--- src/design/bab_pkg.sv ---
// bab_pkg: shared types and constants of the bulge arc bounding box block
// segment and box transaction structs, register codes and pipeline sizes
// no dependencies
`timescale 1ns / 1ps

package bab_pkg;

	localparam int COORD_W    = 32;
	localparam int BULGE_W    = 16;
	localparam int BULGE_FRAC = 14;
	localparam int REG_W      = 15;
	localparam int ADDR_W     = 3;
	localparam int DATA_W     = 32;

	localparam logic [REG_W-1:0] LINE_THR_RST = 15'd1;
	localparam logic [REG_W-1:0] SEMI_THR_RST = 15'd16380;

	// register select is the word address bit
	localparam logic REG_LINE_THR = 1'b0;
	localparam logic REG_SEMI_THR = 1'b1;

	// square root: 66-bit radicand, 33 root digits, three digits per stage, one rounding stage
	localparam int SQ_IN_W  = 66;
	localparam int SQ_OUT_W = 33;
	localparam int SQ_PER   = 3;
	localparam int SQ_ST    = SQ_OUT_W / SQ_PER;
	localparam int SQ_LAT   = SQ_ST + 1;

	// divider: 52-bit dividend, 16-bit divisor, four quotient bits per stage
	localparam int DV_NW  = 52;
	localparam int DV_DW  = 16;
	localparam int DV_PER = 4;
	localparam int DV_ST  = DV_NW / DV_PER;

	typedef struct packed {
		logic signed [COORD_W-1:0] start_x;
		logic signed [COORD_W-1:0] start_y;
		logic signed [COORD_W-1:0] end_x;
		logic signed [COORD_W-1:0] end_y;
		logic signed [BULGE_W-1:0] bulge;
	} seg_t;

	typedef struct packed {
		logic signed [COORD_W-1:0] min_x;
		logic signed [COORD_W-1:0] min_y;
		logic signed [COORD_W-1:0] max_x;
		logic signed [COORD_W-1:0] max_y;
		logic                      is_arc;
		logic                      saturated;
	} box_t;

endpackage

--- src/design/bab_sqrt.sv ---
// bab_sqrt: pipelined integer square root, rounded to nearest with ties upward
// digit-by-digit restoring method, several digits per register stage
// depends on bab_pkg
`timescale 1ns / 1ps

module bab_sqrt (
	input  logic                             clk,
	input  logic                             en,
	input  logic [bab_pkg::SQ_IN_W-1:0]      rad,
	output logic [bab_pkg::SQ_OUT_W-1:0]     root
);

	localparam int RW = bab_pkg::SQ_OUT_W + 3;
	localparam int IW = bab_pkg::SQ_IN_W;
	localparam int OW = bab_pkg::SQ_OUT_W;

	typedef struct packed {
		logic [RW-1:0] rem;
		logic [OW-1:0] acc;
		logic [IW-1:0] rest;
	} sq_t;

	function automatic sq_t sq_steps(sq_t x);
		sq_t           y;
		logic [RW-1:0] cur;
		logic [RW-1:0] trial;
		y = x;
		for (int i = 0; i < bab_pkg::SQ_PER; i++) begin
			cur   = {y.rem[RW-3:0], y.rest[IW-1 -: 2]};
			trial = {1'b0, y.acc, 2'b01};
			if (cur >= trial) begin
				y.rem = cur - trial;
				y.acc = {y.acc[OW-2:0], 1'b1};
			end else begin
				y.rem = cur;
				y.acc = {y.acc[OW-2:0], 1'b0};
			end
			y.rest = {y.rest[IW-3:0], 2'b00};
		end
		return y;
	endfunction

	sq_t           stg_s [bab_pkg::SQ_ST];
	sq_t           init;
	logic [OW-1:0] rnd_s;

	always_comb begin
		init.rem  = '0;
		init.acc  = '0;
		init.rest = rad;
	end

	always_ff @(posedge clk) begin
		if (en) begin
			stg_s[0] <= sq_steps(init);
			for (int k = 1; k < bab_pkg::SQ_ST; k++) begin
				stg_s[k] <= sq_steps(stg_s[k-1]);
			end
			// remainder above the root means the true root lies past the half point
			if (stg_s[bab_pkg::SQ_ST-1].rem > {3'b000, stg_s[bab_pkg::SQ_ST-1].acc})
				rnd_s <= stg_s[bab_pkg::SQ_ST-1].acc + OW'(1);
			else
				rnd_s <= stg_s[bab_pkg::SQ_ST-1].acc;
		end
	end

	assign root = rnd_s;

endmodule

--- config.mk ---
export PLATFORM = sky130hd
export DESIGN_NAME = bab_sqrt
export DESIGN_NICKNAME = d
export VERILOG_FILES = /design/src/design/bab_pkg.sv /design/src/design/bab_sqrt.sv
export SDC_FILE = /design/constraint.sdc
export NUM_CORES = 2
export LEC_CHECK = 0
export BUFFER_PORTS_ARGS = -buffer_cell sky130_fd_sc_hd__buf_2
export CAP_MARGIN = 20
export CELL_PAD_IN_SITES_DETAIL_PLACEMENT = 1
export CELL_PAD_IN_SITES_GLOBAL_PLACEMENT = 1
export CORE_ASPECT_RATIO = 0.9
export CORE_MARGIN = 2
export CORE_UTILIZATION = 55
export DETAILED_ROUTE_END_ITERATION = 10
export PLACE_DENSITY_LB_ADDON = 0.15
export SETUP_SLACK_MARGIN = 0.4
export SYNTH_ARGS = -nofsm -noshare
export SYNTH_HDL_FRONTEND = slang
export SYNTH_SLANG_ARGS = --single-unit
--- constraint.sdc ---
create_clock -name clk -period 26.9 [get_ports clk]
set_clock_uncertainty 0.1 [all_clocks]
set_input_delay 2.69 -clock clk [delete_from_list [all_inputs] [get_ports clk]]
set_output_delay 2.69 -clock clk [all_outputs]
set_load 0.005 [all_outputs]
==> flow_summary_export.csv <==
group,metric,value,unit
outcome,status,"finished clean",
timing,hold_slack,0.3189,ns
global_routing,grt_pass1_vias,70410,
synth,synthArstFlopShare,0,%
timing,finalCritPeriodShare,47.22,%
floorplan,initial_core_util,55.32,%
clock_tree,holdBufCountCts,0,
timing,relSlewSlack,21.12,%
critical_path,start_kind,"flop",
final_layout,drive_gt1_share,6.216,%
clock_tree,cts_setup_buffers,0,
placement,dpl.hpwl,208500,um
critical_path,required,27.30,ns
critical_path,crit_arrival,13.10,ns
timing,final_max_slew_viol_count,0,
critical_path,crit_type,"flop to flop",
drt,wirelength,266700,um
global_routing,grt_antenna_before_repair,4,
floorplan,pin_count,101,
min_path,hold_path_class,"flop to flop",
critical_path,cp-end-kind,"flop",
synth,synth_top_area_share,35.91,%
global_routing,grt_max_degree,156,
final_layout,final_cell_area,0.08419,mm2
clock_tree,cts_tree,"built",
final_layout,nets,9428,
timing,finalHoldViolCount,0,
clock_tree,cts_resized,0,
placement,placed_cells_incl_taps,10480,
timing,tightest_slew,1.168,ns
drt,drc,0,
placement,finalWeightedCongestion,0.9627,
drt,num_vias,70000,
floorplan,die_h,362.1,um
placement,io_buffers,100,
drt,drt_iter0_markers,6550,
timing,setup_tns,0,ns
synth,yosys.cell_types.count,114,
clock_tree,cts-root-buf,"clkbuf_16",
synth,synth_area,0.07835,mm2
synth,synth_sequential_area_ratio,35.91,%
final_layout,final_core_util,59.45,%
power_and_ir_drop,power.leakage,34.11,nW
synth,syn_inst,8713,
floorplan,dieArea,0.1455,mm2
power_and_ir_drop,power_density,141.2,mW/mm2
timing,fin_crit,12.70,ns
timing,rsz0062_at_grt,"false",
final_layout,area_growth,7.453,%
global_routing,grt_pass1_wl,412600,um
synth,synth_top_cell_by_area,"edfxtp_1",
final_layout,multi_input_area,0.04748,mm2
floorplan,row_count,131,
synth,synth_edf_count,937,
global_routing,track_usage,35.66,%
drt,vias_per_cell,6.555,
clock_tree,clkTransAtPathRegs,0.06,ns
placement,dp_slack,14.58,ns
synth,synthTopCellsByArea,"edfxtp_1 36%, ha_1 10%, xnor2_1 6.5%, a21oi_1 4.9%, nand2_1 3.9%",
timing,setup_violations,0,
final_layout,register_area,0.02814,mm2
critical_path,slowest_delay,0.80,ns
synth,yosys_warnings,0,
synth,synth_commonest_cells,"937 x edfxtp_1, 817 x nand2_1, 760 x a21oi_1",
clock_tree,cts_num_sinks,937,
job,maxCapViolCount,0,
clock_tree,clock_latency,0.79,ns
critical_path,path_max_fanout,52,
drt,wl_per_cell,24.98,um
clock_tree,htree_num_levels,3,
clock_tree,cts_buffer_depth,3,
synth,yosysMostFrequentCell,"edfxtp_1",
timing,fmax,78.73,MHz
synth,synth_seq_cells,937,
synth,synthFlopType,"edfxtp_1",
critical_path,slowest_stage,"or4_1",
final_layout,nFillCells,16360,
final_layout,instances_no_fill,10680,
drt,drtAntennaViolNets,0,
power_and_ir_drop,total_power,11.89,mW
timing,timing.final.ws_setup,14.20,ns
power_and_ir_drop,ir_drop,173.6,uV
drt,firstDrtPassIters,6,
floorplan,core_area,0.1416,mm2
placement,dpl_cell_area,0.08065,mm2
synth,avgSynthCellArea,8.992,um2
clock_tree,cts_buffers,104,
global_routing,gr-total-overflow,0,
floorplan,die_x,401.8,um
[path summary, 6_finish.rpt]
check | start | end | slack, ns | cells past startpoint
worst max register to register | stg_s[9][75]$_DFFE_PP_ | stg_s[10][99]$_DFFE_PP_ | 14.20 | 41
worst min-delay path | stg_s[2][46]$_DFFE_PP_ | stg_s[3][52]$_DFFE_PP_ | 0.32 | 0
worst max-delay path | stg_s[9][75]$_DFFE_PP_ | stg_s[10][99]$_DFFE_PP_ | 14.20 | 41
worst min register to register | stg_s[2][46]$_DFFE_PP_ | stg_s[3][52]$_DFFE_PP_ | 0.32 | 0
[report_power, final]
| group | internal (mW) | total, mW | switching [mW] |
|---|---|---|---|
| clock network | 0.827 | 1.49 | 0.664 |
| logic | 3.03 | 7.96 | 4.93 |
| registers | 2.18 | 2.43 | 0.248 |
[layer usage]
layer,up-vias,part of all wire (%),GRT usage (%)
li1,32310,-,-
met1,34870,45,49.79
met2,2326,45,57.35
met3,495,6.2,4.780
met4,2,3.4,11.32
met5,-,0.0049,0
[flip-flops by register name, indices dropped and copies added, names as in the netlist]
signal / flops
stg_s: 904
root: 33
[logic make-up (layout without fill, tap and decap cells)]
logic type | count (synthesis) | in the layout | share of synthesized area (%)
buf+inv | 727 | 826 | 3.544
compound gates | 2511 | 2511 | 20.51
simple gates | 2896 | 2896 | 18.33
flops | 937 | 937 | 35.91
xor+xnor | 887 | 887 | 9.916
fa+ha+maj | 632 | 632 | 10.09
mux | 122 | 122 | 1.698
other cells | 1 | 6 | 0.004786
[critical path: cells and delay by family (launching register included)]
kind,cells,cell delay (ns)
xor gates and xnor gates,1,0.18
AOI/OAI and AO/OA,19,5.63
buffers and inverters,7,2.07
adders and majority gates,3,1.01
DFF,1,0.36
muxes,1,0.37
and+or+nand+nor,10,2.57
[placed cells by master (no fill, tap or decap), types with 307 or more instances in the layout]
cell and n:
ha_1 632, edfxtp_1 937, o21ai_0 537, a21o_1 362, xnor2_1 580, a21oi_1 760, xor2_1 307, inv_1 472
nor2_1 693, nand2_1 817
[cell type report]
cell class / count / area share, %
Inverter: 479 / 2.137
Tap cell: 1862 / 2.767
Antenna cell: 1 / 0.002972
Clock inverter: 78 / 0.9883
Multi-Input combinational cell: 7053 / 56.40
Timing Repair Buffer: 153 / 1.134
Sequential cell: 937 / 33.42
Clock buffer: 116 / 3.145
No activity file was read; power rests on OpenSTA's default activity.
