[config.mk]
export PLATFORM = sky130hd
export DESIGN_NAME = bab_div
export DESIGN_NICKNAME = d
export VERILOG_FILES = /design/src/design/bab_pkg.sv /design/src/design/bab_div.sv
export SDC_FILE = /design/constraint.sdc
export NUM_CORES = 2
export LEC_CHECK = 0
export ABC_CLOCK_PERIOD_IN_PS = 22600
export BUFFER_PORTS_ARGS = -buffer_cell sky130_fd_sc_hd__buf_2
export CORE_MARGIN = 2
export CORE_UTILIZATION = 45
export CTS_CLUSTER_SIZE = 28
export DETAILED_ROUTE_END_ITERATION = 7
export SYNTH_ARGS = -nofsm -noshare
export SYNTH_HDL_FRONTEND = slang
export SYNTH_SLANG_ARGS = --single-unit
[constraint.sdc]
create_clock -name clk -period 22.6 [get_ports clk]
set_clock_uncertainty 0.15 [all_clocks]
set_input_delay 5.65 -clock clk [delete_from_list [all_inputs] [get_ports clk]]
set_output_delay 5.65 -clock clk [all_outputs]
set_load 0.02 [all_outputs]
[src/design/bab_pkg.sv]
// bab_pkg: shared types and constants of the bulge arc bounding box block
// segment and box transaction structs, register codes and pipeline sizes
// no dependencies
`timescale 1ns / 1ps

package bab_pkg;

	localparam int COORD_W    = 32;
	localparam int BULGE_W    = 16;
	localparam int BULGE_FRAC = 14;
	localparam int REG_W      = 15;
	localparam int ADDR_W     = 3;
	localparam int DATA_W     = 32;

	localparam logic [REG_W-1:0] LINE_THR_RST = 15'd1;
	localparam logic [REG_W-1:0] SEMI_THR_RST = 15'd16380;

	// register select is the word address bit
	localparam logic REG_LINE_THR = 1'b0;
	localparam logic REG_SEMI_THR = 1'b1;

	// square root: 66-bit radicand, 33 root digits, three digits per stage, one rounding stage
	localparam int SQ_IN_W  = 66;
	localparam int SQ_OUT_W = 33;
	localparam int SQ_PER   = 3;
	localparam int SQ_ST    = SQ_OUT_W / SQ_PER;
	localparam int SQ_LAT   = SQ_ST + 1;

	// divider: 52-bit dividend, 16-bit divisor, four quotient bits per stage
	localparam int DV_NW  = 52;
	localparam int DV_DW  = 16;
	localparam int DV_PER = 4;
	localparam int DV_ST  = DV_NW / DV_PER;

	typedef struct packed {
		logic signed [COORD_W-1:0] start_x;
		logic signed [COORD_W-1:0] start_y;
		logic signed [COORD_W-1:0] end_x;
		logic signed [COORD_W-1:0] end_y;
		logic signed [BULGE_W-1:0] bulge;
	} seg_t;

	typedef struct packed {
		logic signed [COORD_W-1:0] min_x;
		logic signed [COORD_W-1:0] min_y;
		logic signed [COORD_W-1:0] max_x;
		logic signed [COORD_W-1:0] max_y;
		logic                      is_arc;
		logic                      saturated;
	} box_t;

endpackage

[src/design/bab_div.sv]
// bab_div: pipelined unsigned restoring divider, quotient truncated
// a few quotient bits per register stage, divisor travels with the dividend
// depends on bab_pkg
`timescale 1ns / 1ps

module bab_div (
	input  logic                          clk,
	input  logic                          en,
	input  logic [bab_pkg::DV_NW-1:0]     num,
	input  logic [bab_pkg::DV_DW-1:0]     den,
	output logic [bab_pkg::DV_NW-1:0]     quo
);

	localparam int NW = bab_pkg::DV_NW;
	localparam int DW = bab_pkg::DV_DW;

	typedef struct packed {
		logic [DW:0]   rem;
		logic [NW-1:0] q;
		logic [NW-1:0] rest;
		logic [DW-1:0] d;
	} dv_t;

	function automatic dv_t dv_steps(dv_t x);
		dv_t         y;
		logic [DW:0] cur;
		y = x;
		for (int i = 0; i < bab_pkg::DV_PER; i++) begin
			cur = {y.rem[DW-1:0], y.rest[NW-1]};
			if (cur >= {1'b0, y.d}) begin
				y.rem = cur - {1'b0, y.d};
				y.q   = {y.q[NW-2:0], 1'b1};
			end else begin
				y.rem = cur;
				y.q   = {y.q[NW-2:0], 1'b0};
			end
			y.rest = {y.rest[NW-2:0], 1'b0};
		end
		return y;
	endfunction

	dv_t stg_s [bab_pkg::DV_ST];
	dv_t init;

	always_comb begin
		init.rem  = '0;
		init.q    = '0;
		init.rest = num;
		init.d    = den;
	end

	always_ff @(posedge clk) begin
		if (en) begin
			stg_s[0] <= dv_steps(init);
			for (int k = 1; k < bab_pkg::DV_ST; k++) begin
				stg_s[k] <= dv_steps(stg_s[k-1]);
			end
		end
	end

	assign quo = stg_s[bab_pkg::DV_ST-1].q;

endmodule

==> run_results.csv <==
group,metric,value,unit
worst_hold_path,hold_class,"flip-flop to flip-flop",
global_route,first_global_vias,54465,
logic_synthesis,synth_ff_type,"edfxtp_1",
logic_synthesis,synth_seq_cells,1060,
placed_design,io_buffers,121,
placed_design,routabilityCongestion,0.9207,
floorplanning,die_x,419.5,um
floorplanning,die_area,176000,um^2
clock_tree,holdBufCountCts,0,
setup_path,r2r_end,"stg_s[0][516]",
sta,rsz0062_at_grt,"no",
floorplanning,coreArea,171500,um^2
route,ant_nets,0,
setup_path,slowest_delay,0.74,ns
setup_path,end_kind,"flip-flop",
setup_path,critPathMaxFanout,24,
clock_tree,cts_tree,"yes",
logic_synthesis,synthCells,7423,
route,drc,0,
sta,worst_pin_slew,1.046,ns
placed_design,dp_hpwl,145400,um
route,highest_layer,"met4",
logic_synthesis,synthesis.area,77690,um^2
global_route,grt_antenna_before_repair,0,
route,wl_met1,87260,um
logic_synthesis,synth.avg_cell_area,10.47,um^2
global_route,grt_usage,21.00,%
setup_path,regToRegSetupSlack,9.44,ns
clock_tree,cts_buffers,115,
global_route,grt_overflow,0,
clock_tree,cts_resized,0,
setup_path,reg2regPathDepth,45,
final_layout,reg.largest.list,"stg_s x1060",
setup_path,worstSetupPathType,"primary input to flip-flop",
clock_tree,clk_latency,0.76,ns
sta,final-hold-violation-count,0,
clock_tree,clock_path_buffers,3,
setup_path,r2r_start,"stg_s[0][267]",
final_layout,areaGrowthSynthToFinish,8.537,%
setup_path,critical_path.top_delay_family,"compound AO/OA/AOI/OAI gates",
sta,tns,0,ns
logic_synthesis,ys_types,106,
sta,timing.fmax,0.06077,GHz
logic_synthesis,syn_nets,8361,
setup_path,critPathSlowestCell,"o21ai_1",
final_layout,largest_reg_flops,1060,
logic_synthesis,ys_seq_area_share,40.97,%
clock_tree,root_buffer,"clkbuf_16",
route,dr_wl_met2,87880,um
sta,slew_violations,0,
outcome,status,"completed",
setup_path,path_common_cell,"ha_1",
floorplanning,rows,152,
setup_path,required,22.95,ns
logic_synthesis,synth-edff-count,1060,
clock_tree,clock_sinks,1060,
final_layout,drive_above_1_share,10.65,%
route,drt_iter0_drc,4359,
placed_design,dpl_cell_area,80580,um^2
global_route,grt_max_degree,180,
floorplanning,boundaryPins,122,
clock_tree,cts_setup_buffers,0,
setup_path,worst-path-buf-inv,4,
route,firstDrtPassIters,6,
final_layout,finalInstanceArea,84330,um^2
logic_synthesis,synth_warnings,0,
final_layout,nets,8466,
global_route,grt_pass1_wl,296700,um
sta,post-route-min-period,16.46,ns
floorplanning,start_util,45.29,%
setup_path,path_depth,37,
route,wl,187600,um
final_layout,largest_register,"stg_s",
floorplanning,die_height,419.5,um
run,cap_violations,0,
route,route.met3.wl,6995,um
final_layout,fin_util,49.16,%
sta,max_slew_margin,30.25,%
logic_synthesis,async_flop_share,0,%
sta,setup_viol,0,
route,vias,56539,
route,post_drt_wl_per_cell,18.89,um
setup_path,endpoint,"stg_s[0][123]",
setup_path,startpoint_type,"primary input",
route,viasPerCell,5.691,
setup_path,critPathArrivalTime,16.81,ns
clock_tree,cts.clk_slew.worst_paths,0.06,ns
setup_path,setup.worst_path.start,"num[51]",
sta,post-route-period-util,72.81,%
clock_tree,htree_levels,3,
[layer usage]
metal,track usage (%),up-vias
met4,6.243,0
met5,0,-
met1,28.63,26995
met2,35.01,1170
met3,2.456,305
li1,-,28069
[synthesized netlist by cell type, drive strengths merged (24+ instances only)]
library cell	count	share of area (%)
edfxtp	1060	41
ha	818	13
a21oi	560	3.6
inv	514	2.5
nor2	465	2.3
nand2	460	2.2
o21ai	448	2.9
mux2	391	5.7
xnor2	376	4.2
a21o	227	2.2
xor2	206	2.3
nor3	152	1.0
nand4	132	1.1
o21a	126	1.2
nand3	125	0.81
nor2b	123	0.99
buf	107	0.89
nand2b	88	0.72
mux2i	68	0.88
o21bai	63	0.61
a211oi	61	0.62
a31oi	61	0.51
or3	58	0.47
clkbuf	57	0.28
fa	50	1.3
o211ai	49	0.47
and3	46	0.37
nor4	45	0.36
o31ai	44	0.44
and2	33	0.27
or2	33	0.27
a21boi	31	0.30
o221ai	25	0.28
o31a	25	0.28
a211o	24	0.27
[cell usage in the layout, fill, tap and decap left out, types with 17 or more instances in the layout]
cell type,Yosys,layout
a211oi_1,56,55
xnor2_1,376,376
and3_1,46,46
nand2_1,460,460
nor2b_1,123,123
a21boi_0,29,29
a211o_1,24,24
clkinv_2,0,17
nand4_1,132,132
o21ai_0,433,433
a21oi_1,555,555
mux2_2,379,379
xor2_1,206,206
o31ai_1,42,42
buf_2,32,120
nand2b_1,87,87
o31a_1,25,25
nand3_1,125,125
o41ai_1,17,17
or2_2,30,30
or3_1,58,58
nor2_1,462,462
o221ai_1,25,24
inv_1,504,504
nor4_1,45,45
clkinv_1,2,26
o211ai_1,49,49
and4_1,17,17
and2_1,33,33
a21o_1,227,227
mux2i_1,68,68
a31oi_1,60,59
nor3_1,149,149
edfxtp_1,1060,1060
o21a_1,126,126
clkbuf_16,0,117
fa_1,50,50
ha_1,818,818
buf_4,65,29
o21bai_1,63,63
[worst min path at each step]
| stage | end | cells past startpoint | startpoint | slack [ns] |
|---|---|---|---|---|
| after floorplan | stg_s[0][1000] | 0 | stg_s[0][863] | 0.25 |
| after global placement | stg_s[1][508] | 0 | stg_s[1][371] | 0.25 |
| after detailed placement | stg_s[0][1024] | 0 | stg_s[0][887] | 0.25 |
| after CTS | stg_s[0][842] | 0 | stg_s[0][705] | 0.26 |
| after global routing | stg_s[0][842] | 0 | stg_s[0][705] | 0.27 |
| final | stg_s[0][339] | 0 | stg_s[0][202] | 0.26 |
[metrics by stage]
stage	worst slack [ns]	hold WS (ns)	cells
after CTS	6.383	0.2598	9933
after detailed placement	5.581	0.2545	9721
after floorplan	8.383	0.2503	7423
after global routing	4.974	0.2680	9933
final	6.144	0.2582	9934
after global placement	5.682	0.2517	9721
[cell type report]
type / count / area [um^2]
inverters: 516 / 1937
well taps: 2310 / 2890
clock buffers: 130 / 2977
clock inverters: 82 / 767.0
flip-flops and latches: 1060 / 31830
fillers: 15701 / 87220
repair buffers: 152 / 873.3
multi-input cells: 5683 / 43050
diodes: 1 / 2.502
[logic make-up (layout without fill, tap and decap cells)]
group,after synthesis,count (layout),synth area share [%]
fa+ha+maj,868,868,14.46
other cells,0,1,0
simple gates,1826,1826,11.53
mux,459,459,6.543
flops,1060,1060,40.97
compound gates,1948,1948,16.27
xor+xnor,582,582,6.561
buf+inv,680,880,3.661
[worst register-to-register path, delay by kind of cell, from the launching register on]
family / cells / cell delay [ns]
compound gates: 20 / 5.86
fa+ha+maj: 4 / 1.23
buf+inv: 7 / 1.49
flops: 1 / 0.62
simple gates: 13 / 3.16
mux: 1 / 0.44
Power is left out: the tool's default activity adds up to more than one toggle a clock period on the data nets, which glitch-free logic cannot reach.
